--- src/rtl/pva_pkg.sv ---
// Shared constants, types and codes of the voice allocator.
package pva_pkg;

  localparam int NUM_VOICES = 8;
  localparam int VIDX_W     = (NUM_VOICES > 1) ? $clog2(NUM_VOICES) : 1;
  localparam int MAP_W      = 4;
  localparam int NOTE_W     = 8;
  localparam int VEL_W      = 7;
  localparam int TIME_W     = 32;
  localparam int VOICE_W    = 3;
  localparam int NOTE_COUNT = 1 << NOTE_W;

  localparam logic CMD_NOTE_ON  = 1'b0;
  localparam logic CMD_NOTE_OFF = 1'b1;

  typedef enum logic [1:0] {
    ACT_NONE    = 2'd0,
    ACT_START   = 2'd1,
    ACT_RELEASE = 2'd2
  } action_t;

  typedef enum logic [2:0] {
    S_IDLE,
    S_MAP,
    S_SCAN,
    S_PICK,
    S_OLD,
    S_OFF,
    S_OUT
  } state_t;

  typedef struct packed {
    logic [NOTE_W-1:0] note;
    logic [TIME_W-1:0] tstamp;
  } voice_entry_t;

endpackage

--- src/rtl/poly_voice_allocator_top.sv ---
// Polyphonic voice allocator with oldest-voice stealing, memory based.
// Events: a note-on for an unmapped note scans every voice entry before its result;
//   a release or an event with no action skips the scan. One event at a time.
// Throughput: the next event is accepted only after the result has moved to the
//   output register; the scan reads one voice entry a cycle.
// Reset: synchronous, active high; clears all map and voice valid bits at once.
module poly_voice_allocator_top (
  input  logic                        clk,
  input  logic                        rst,
  input  logic                        in_valid,
  output logic                        in_stall,
  input  logic                        cmd,
  input  logic [pva_pkg::NOTE_W-1:0]  note,
  input  logic [pva_pkg::VEL_W-1:0]   velocity,
  input  logic [pva_pkg::TIME_W-1:0]  time_stamp,
  output logic                        out_valid,
  input  logic                        out_stall,
  output logic [1:0]                  action,
  output logic [pva_pkg::VOICE_W-1:0] voice,
  output logic [pva_pkg::NOTE_W-1:0]  voice_note,
  output logic [pva_pkg::VEL_W-1:0]   voice_velocity
);
  import pva_pkg::*;

  localparam logic [VIDX_W-1:0] LAST_VOICE = VIDX_W'(NUM_VOICES - 1);

  state_t state, state_next;

  // event registers
  logic              cmd_r;
  logic [NOTE_W-1:0] note_r;
  logic [VEL_W-1:0]  vel_r;
  logic [TIME_W-1:0] ts_r;

  // scan registers
  logic [VIDX_W-1:0] scan_cnt;
  logic [VIDX_W-1:0] best_idx;
  logic              best_busy;
  logic [TIME_W-1:0] best_time;
  logic [NOTE_W-1:0] best_note;

  // pending result
  action_t            res_action;
  logic [MAP_W-1:0]   res_voice;
  logic [NOTE_W-1:0]  res_note;
  logic [VEL_W-1:0]   res_vel;

  // memories
  logic [MAP_W-1:0]  map_mem [NOTE_COUNT];
  logic [MAP_W-1:0]  map_q;
  logic [NOTE_COUNT-1:0] map_vld;
  logic [NOTE_COUNT-1:0] map_vld_next;
  voice_entry_t      vmem [NUM_VOICES];
  voice_entry_t      vq;
  logic [NUM_VOICES-1:0] vvld;

  // control
  logic              accept;
  logic              out_free;
  logic [NOTE_W-1:0] map_raddr;
  logic              map_we;
  logic [VIDX_W-1:0] v_raddr;
  logic              v_we;
  logic [VIDX_W-1:0] v_waddr;
  voice_entry_t      v_wdata;
  logic              hit;
  logic              cur_busy;
  logic [TIME_W-1:0] cur_time;
  logic [NOTE_W-1:0] cur_note;
  logic              better;
  logic [VIDX_W-1:0] off_idx;
  logic [TIME_W-1:0] off_time;
  logic [MAP_W-1:0]  voice_ext;

  assign accept   = in_valid && !in_stall;
  assign out_free = !out_valid || !out_stall;
  assign hit      = map_vld[note_r];
  assign off_idx  = map_q[VIDX_W-1:0];

  // decode the voice entry under scan; invalid entries read as idle at time zero
  assign cur_note = vvld[scan_cnt] ? vq.note : '0;
  assign cur_busy = (cur_note != '0);
  assign cur_time = vvld[scan_cnt] ? vq.tstamp : '0;
  assign better   = (scan_cnt == '0) ||
                    (!cur_busy && best_busy) ||
                    ((cur_busy == best_busy) && (cur_time < best_time));
  assign off_time = vvld[best_idx] ? vq.tstamp : '0;

  // next state
  always_comb begin
    state_next = state;
    unique case (state)
      S_IDLE: if (accept) state_next = S_MAP;
      S_MAP: begin
        if ((cmd_r == CMD_NOTE_OFF) && hit)       state_next = S_OFF;
        else if ((cmd_r == CMD_NOTE_ON) && !hit)  state_next = S_SCAN;
        else                                      state_next = S_OUT;
      end
      S_SCAN: if (scan_cnt == LAST_VOICE) state_next = S_PICK;
      S_PICK: state_next = S_OLD;
      S_OLD:  state_next = S_OUT;
      S_OFF:  state_next = S_OUT;
      S_OUT:  if (out_free) state_next = S_IDLE;
      default: state_next = S_IDLE;
    endcase
  end

  // memory ports and handshake
  always_comb begin
    in_stall  = 1'b1;
    map_raddr = note;
    map_we    = 1'b0;
    v_raddr   = '0;
    v_we      = 1'b0;
    v_waddr   = best_idx;
    v_wdata   = '{note: note_r, tstamp: ts_r};
    unique case (state)
      S_IDLE: in_stall = 1'b0;
      S_MAP:  v_raddr = (cmd_r == CMD_NOTE_OFF) ? off_idx : '0;
      S_SCAN: v_raddr = scan_cnt + 1'b1;
      S_PICK: map_raddr = best_note;
      S_OLD: begin
        map_we = 1'b1;
        v_we   = 1'b1;
      end
      S_OFF: begin
        v_we    = 1'b1;
        v_wdata = '{note: '0, tstamp: off_time};
      end
      S_OUT: ;
      default: ;
    endcase
  end

  // map memory: voice index per note, registered read
  always_ff @(posedge clk) begin
    if (map_we) map_mem[note_r] <= MAP_W'(best_idx);
    map_q <= map_mem[map_raddr];
  end

  // voice memory: current note and start time per voice, registered read
  always_ff @(posedge clk) begin
    if (v_we) vmem[v_waddr] <= v_wdata;
    vq <= vmem[v_raddr];
  end

  // map valid bits: a release unmaps its note; a start unmaps the stolen voice's old note before mapping the new one
  always_comb begin
    map_vld_next = map_vld;
    if (state == S_MAP && (cmd_r == CMD_NOTE_OFF) && hit) map_vld_next[note_r] = 1'b0;
    if (state == S_OLD) begin
      if (map_vld[best_note] && (map_q == MAP_W'(best_idx))) map_vld_next[best_note] = 1'b0;
      map_vld_next[note_r] = 1'b1;
    end
  end

  // valid bits
  always_ff @(posedge clk) begin
    if (rst) begin
      map_vld <= '0;
      vvld    <= '0;
    end else begin
      map_vld <= map_vld_next;
      if (v_we) vvld[v_waddr] <= 1'b1;
    end
  end

  // control state
  always_ff @(posedge clk) begin
    if (rst) state <= S_IDLE;
    else     state <= state_next;
  end

  // capture the event
  always_ff @(posedge clk) begin
    if (accept) begin
      cmd_r  <= cmd;
      note_r <= note;
      vel_r  <= velocity;
      ts_r   <= time_stamp;
    end
  end

  // scan voices: keep the best candidate, advance one voice a cycle
  always_ff @(posedge clk) begin
    if (state == S_MAP) begin
      scan_cnt <= '0;
      best_idx <= off_idx;
    end
    if (state == S_SCAN) begin
      scan_cnt <= scan_cnt + 1'b1;
      if (better) begin
        best_idx  <= scan_cnt;
        best_busy <= cur_busy;
        best_time <= cur_time;
        best_note <= cur_note;
      end
    end
  end

  // form the result
  always_ff @(posedge clk) begin
    unique case (state)
      S_MAP: begin
        res_action <= ACT_NONE;
        res_voice  <= '0;
        res_note   <= '0;
        res_vel    <= '0;
      end
      S_OLD: begin
        res_action <= ACT_START;
        res_voice  <= MAP_W'(best_idx);
        res_note   <= note_r;
        res_vel    <= vel_r;
      end
      S_OFF: begin
        res_action <= ACT_RELEASE;
        res_voice  <= MAP_W'(best_idx);
        res_note   <= note_r;
        res_vel    <= '0;
      end
      default: ;
    endcase
  end

  // output register: hold the beat until taken
  always_ff @(posedge clk) begin
    if (rst) begin
      out_valid <= 1'b0;
    end else if (state == S_OUT && out_free) begin
      out_valid <= 1'b1;
    end else if (!out_stall) begin
      out_valid <= 1'b0;
    end
  end

  always_ff @(posedge clk) begin
    if (state == S_OUT && out_free) begin
      action         <= res_action;
      voice_ext      <= res_voice;
      voice_note     <= res_note;
      voice_velocity <= res_vel;
    end
  end

  assign voice = voice_ext[VOICE_W-1:0];

`ifndef ASSERT_OFF
  a_accept_to_map: assert property (@(posedge clk) disable iff (rst)
    accept |=> state == S_MAP)
    else $error("accepted beat did not start a map lookup");

  a_release_vel: assert property (@(posedge clk) disable iff (rst)
    out_valid && action == ACT_RELEASE |-> voice_velocity == '0)
    else $error("release beat carries a velocity");

  a_none_zero: assert property (@(posedge clk) disable iff (rst)
    out_valid && action == ACT_NONE |-> voice == '0 && voice_note == '0)
    else $error("empty beat carries a voice or note");

  a_start_maps: assert property (@(posedge clk) disable iff (rst)
    state == S_OLD |=> map_vld[$past(note_r)])
    else $error("started note left unmapped");
`endif

endmodule
--- config.mk ---
export PLATFORM = sky130hd
export DESIGN_NAME = poly_voice_allocator_top
export DESIGN_NICKNAME = d
export VERILOG_FILES = /design/src/rtl/pva_pkg.sv /design/src/rtl/poly_voice_allocator_top.sv
export SDC_FILE = /design/constraint.sdc
export NUM_CORES = 2
export LEC_CHECK = 0
export BUFFER_PORTS_ARGS = -buffer_cell sky130_fd_sc_hd__buf_2
export CORE_MARGIN = 10
export CORE_UTILIZATION = 35
export CTS_BUF_LIST = sky130_fd_sc_hd__clkbuf_8
export DETAILED_ROUTE_END_ITERATION = 8
export HOLD_SLACK_MARGIN = 0.06
export PLACE_DENSITY = 0.56
export SYNTH_ARGS = -nofsm -noshare
export SYNTH_HDL_FRONTEND = slang
export SYNTH_SLANG_ARGS = --single-unit
--- constraint.sdc ---
create_clock -name clk -period 24.1 [get_ports clk]
set_clock_uncertainty 0.1 [all_clocks]
set_input_delay 0 -clock clk [delete_from_list [all_inputs] [get_ports clk]]
set_output_delay 0 -clock clk [all_outputs]
set_load 0.02 [all_outputs]
* After elaboration in Yosys (flattened, before gate mapping)
Memory sizes are Yosys's and may differ from the RTL's. A register that Yosys moved wholly into a read port is not among the register bits.
Index checks and enable logic that the tools add are counted.
W data, S select, Z words.
** Storage, ports and cells
- Register bits :: 407
- Memory bits (writable) :: 1088
- Input port bits :: 52
- Output and inout port bits :: 22
- Logic and storage cells :: 132
- Memories kept :: 2
** Operators by class
- Add/subtract/negate cells :: 1
- Order comparisons :: 8
- Eq/ne operators :: 13
- Multiplexer cells :: 49
- Bitwise operators :: 7
- Reductions and logical operators :: 30
** Memory list
- map_mem :: depth 256, bits a word 3, rd ports 1, clocked after Yosys merged registers in 1, wr ports 1, RTL line poly_voice_allocator_top.sv:49 : logic [MAP_W-1:0] map_mem [NOTE_COUNT];
- vmem :: depth 8, bits a word 40, rd ports 1, clocked after Yosys merged registers in 1, wr ports 1, RTL line poly_voice_allocator_top.sv:53 : voice_entry_t vmem [NUM_VOICES];
** Operators with widths (count)
- $mux W256 :: 4
- $and A256 B256 Y256 :: 2
- $not A256 Y256 :: 2
- $or A256 B256 Y256 :: 1
- $mux W32 :: 2
- $mux W40 :: 1
- $mux W3 :: 11
- $lt A32 B32 Y1 :: 1
- $lt A8 B9 Y1 const B :: 2
- $pmux W3 S6 :: 1
- $bmux W1 S8 :: 2
- $demux W1 S8 :: 2
- $ge A8 B1 Y1 const B :: 2
- $mux W1 :: 16
- $mux W8 :: 2
- $pmux W8 S2 :: 1
- $pmux W7 S2 :: 1
- $eq A3 B3 Y1 const B :: 4
- $logic_and A1 B1 Y1 :: 12
- $pmux W3 S2 :: 2
- $lt A3 B4 Y1 const B :: 2
- $or A8 B8 Y8 :: 1
- $reduce_bool A8 Y1 :: 1
- $bmux W1 S3 :: 2
- 19 further kinds :: 31

* Depth between registers and ports, before layout
- Word-level depth :: 12
- Depth in mapped cells :: 16
- Mapped depth without buffers :: 13

* Least setup slack after synthesis
OpenSTA, ideal clock, no wires.
- Path type :: register to register
- From :: register best_idx[1]
- To :: memory vmem[6][0] (netlist bit) (enable)
- Arrival time :: 7.946 ns
- Slack :: 15.514 ns
- Stages on the path, launching flop included :: 4
- Buffers on the path :: 1
- Cell sequence :: dfxtp_1 clkbuf_1 inv_1 nor4_1
** RTL lines
- start, declared :: RTL line poly_voice_allocator_top.sv:37 : logic [VIDX_W-1:0] best_idx;
- start signal, assigned :: RTL line poly_voice_allocator_top.sv:188 : best_idx <= off_idx;
- start signal, assigned :: RTL line poly_voice_allocator_top.sv:193 : best_idx <= scan_cnt;
- end, declared :: RTL line poly_voice_allocator_top.sv:53
Straight into the memory's write port.

* Worst setup path in the final report
- From :: register state[1]
- To :: register map_q[1], read port of map_mem
** Between the ends
- Longest elaborated chain between the ends :: 2
** RTL lines
- start, declared :: RTL line poly_voice_allocator_top.sv:27 : state_t state, state_next;
- start signal, assigned :: RTL line poly_voice_allocator_top.sv:171 : else state <= state_next;
- $eq A3 B2 Y1 :: RTL line poly_voice_allocator_top.sv:117 : unique case (state)
- $mux W8 :: RTL line poly_voice_allocator_top.sv:117
- end, declared :: RTL line poly_voice_allocator_top.sv:50 : logic [MAP_W-1:0] map_q;
No other way between the ends.
A chain may end at the register's enable or synchronous reset.

==> flow_summary.ini <==
[routing]
num_vias = 48900
top_layer = met5
via_per_inst = 5.80
drcViolationCount = 0
drt-pass1-iter-count = 8
drt_iter0_markers = 6147
routed_wl_mm = 238
wl_met2_mm = 106
wl_met1_mm = 90.2
wl_met3_mm = 27.8
routedWlPerCell_microns = 28.3
ant_nets = 0

[worst_setup_path]
cp-end-kind = register
r2r-start = state[1]$_SDFFE_PP0P_
r2r_slack_ps = 17440
reg2reg_to = map_q[1]$_DFF_P_
crit_arrival_ps = 7450
required_ps = 24890
path_max_fanout = 66
r2r_cells = 13
crit_type = reg2reg
start_kind = register

[placed_design]
pre_cts_slack_ps = 17600
gp_congestion = 0.993
dp_hpwl_mm = 151
dp.cells = 7813
placement.io_buffers = 73

[timing]
post-route-period-util_pct = 27.6
max_freq_mhz = 150
fin_tns_setup_ps = 0
finalSetupViolations = 0
slew_violations = 1
hold_violations = 0
worstMarginPinSlew_ps = 1480
fin_crit_ps = 6660
relSlewSlack_pct = -1.58
layout_setup_ws_ps = 17440
grt_setup_unrepaired = no

[synth]
syn_avg_cell_area_sq_um = 12.1
async_flop_share_pct = 0
ys_seq_area_share_pct = 64.5
ys_dominant_reg_cell = edfxtp_1
syn_nets = 5579
synth_area_leaders = edfxtp_1, dfxtp_1, nand2_1, mux4_2, nand3_1
synth.top_cell.area_share_pct = 55.1
synthesis.area_sq_um = 66500
synthTopCellsByCount = edfxtp_1, nand2_1, nand3_1
yosysTopAreaCell = edfxtp_1
yosysMostFrequentCell = edfxtp_1
synth-seq-cells = 1534
post_synth_num_cell_types = 77
synth-edff-count = 1220
synthCells = 5492
ys_warn_count = 0

[global_routing]
first_global_vias = 46800
grt_overflow_total = 0
grt_pass1_wl_mm = 339
grt_usage_pct = 22.0
grt_max_degree = 169
grt_antenna_before_repair = 18

[floorplan]
io_pins = 74
die_w_microns = 456
die_h_microns = 456
num_rows = 159
core-area_sq_um = 188000
start_util_pct = 35.3
dieArea_sq_um = 208000

[power]
leakage_uw = 0.0272
p_per_area_nw_per_um2 = 88.3
vdd_drop_max_mv = 0.0739

[worst_hold_path]
hold_end = vvld[3]$_SDFFE_PP0N_
worstHoldStart = rst
hold_class = in2reg
hold_depth = 3

[clocking]
cts_tree = done
cts_max_path_buffers = 4
cts_made_buffers = 277
clk_pin_slew_ps = 60
cts_sinks = 1534
h-tree-depth = 5
clock_latency_ps = 1050
cts_resized = 0
root_buffer = clkbuf_8

[outcome]
outcome = finished, violations left
violations = capacitance limit, slew limit

[layout]
fin_util_pct = 40.4
nNetsFinal = 5803
drive_gt1_share_pct = 14.0
fin_cells = 8424
layout-area-overhead-vs-synth_pct = 14.5

[flow_run]
drv_cap = 1
==> state kept, by name (all words and copies together), names as in the netlist, 2 cells and up <==
signal and count:
action 2, best_idx 3, best_note 8, best_time 32
map_mem 768, map_q 3, map_vld 256, note_r 8
res_action 2, res_note 8, res_vel 7, res_voice 3
scan_cnt 3, state 3, ts_r 32, vel_r 7
vmem 320, voice_ext 3, voice_note 8, voice_velocity 7
vq 40, vvld 8
==> per-stage QoR <==
step | hold slack, ps | power [uW] | instance area [sq um]
after global placement | 78.2 | 4370 | 69700
after detailed placement | 78.6 | 4370 | 69700
final | 129 | 6730 | 76200
after global routing | 91.6 | 6960 | 76200
after floorplan | -1.13 | 3940 | 66500
after CTS | 67.9 | 6740 | 76200
==> area by class of cell <==
type,count,area [sq um]
Clock buffer,314,4320
Clock inverter,166,923
Fill cell,17700,112000
Antenna cell,12,30.0
Timing Repair Buffer,328,2600
Sequential cell,1534,42900
Tap cell,2495,3120
Inverter,213,800
Multi-Input combinational cell,3362,21500
==> repair_timing <==
| action | CTS | global route |
|---|---|---|
| buffers inserted | 0 | 0 |
| hold endpoints to repair | 258 | 0 |
| hold buffers | 119 | 0 |
| endpoints found under the setup margin | 0 | 0 |
==> layer usage <==
layer  track usage [%]  vias to the layer above
met4              11.6                        8
met3              7.00                      792
met5                 0                        -
met2              33.6                     2995
met1              27.7                    24200
li1                  -                    20900
==> kinds of logic after synthesis <==
family	share of synthesized area, %
AO/OA/AOI/OAI	9.45
XOR/XNOR	0.0395
adder cells (fa/ha/maj)	0.658
buffers and inverters	3.76
flip-flops	64.5
multiplexers	7.83
AND/OR/NAND/NOR	13.7
==> power by group <==
group | internal [uW] | total [uW] | leakage, uW | switching, uW
logic | 255 | 1050 | 0.0106 | 792
registers | 3190 | 3310 | 0.0136 | 116
clock network | 1280 | 2380 | 0.00305 | 1090
total | 4730 | 6730 | 0.0272 | 2000
==> placed cells by master (no fill, tap or decap), drive strengths merged, types with 28 or more instances in the layout <==
cell type,instances
o221ai,131
a22oi,46
nor2,279
mux4,165
dfxtp,314
nand4,43
o21ai,137
dlygate4sd3,119
nand3,394
nor3,39
clkinv,47
a22o,32
clkbuf,315
ha,35
nor2b,92
a221oi,37
a211oi,78
buf,208
inv,315
a31oi,60
mux2i,137
a21oi,227
nand2,1141
and2,28
edfxtp,1220
==> critical path, cell delays in order, from the launching register on <==
cell and delay [ps]:
dfxtp_1 750, nand3b_1 140, buf_4 300, a21oi_4 600
buf_4 650, buf_4 790, buf_4 610, buf_4 620
mux4_2 590, a21oi_1 150, nand2_1 90, nor4bb_1 350
a311oi_1 290, a31o_2 330
==> how the worst max path moves through the flow <==
stage                                startpoint                   end  cells after the start
after detailed placement  state[1]$_SDFFE_PP0P_      map_q[1]$_DFF_P_                     13
final                     state[1]$_SDFFE_PP0P_      map_q[1]$_DFF_P_                     13
after floorplan             best_idx[1]$_DFF_P_  vmem[6][0]$_DFFE_PP_                      3
after CTS                 state[1]$_SDFFE_PP0P_      map_q[1]$_DFF_P_                     13
after global placement    state[1]$_SDFFE_PP0P_      map_q[1]$_DFF_P_                     13
after global routing      state[1]$_SDFFE_PP0P_      map_q[1]$_DFF_P_                     13
Note: power is estimated with default switching activity, not from simulation.
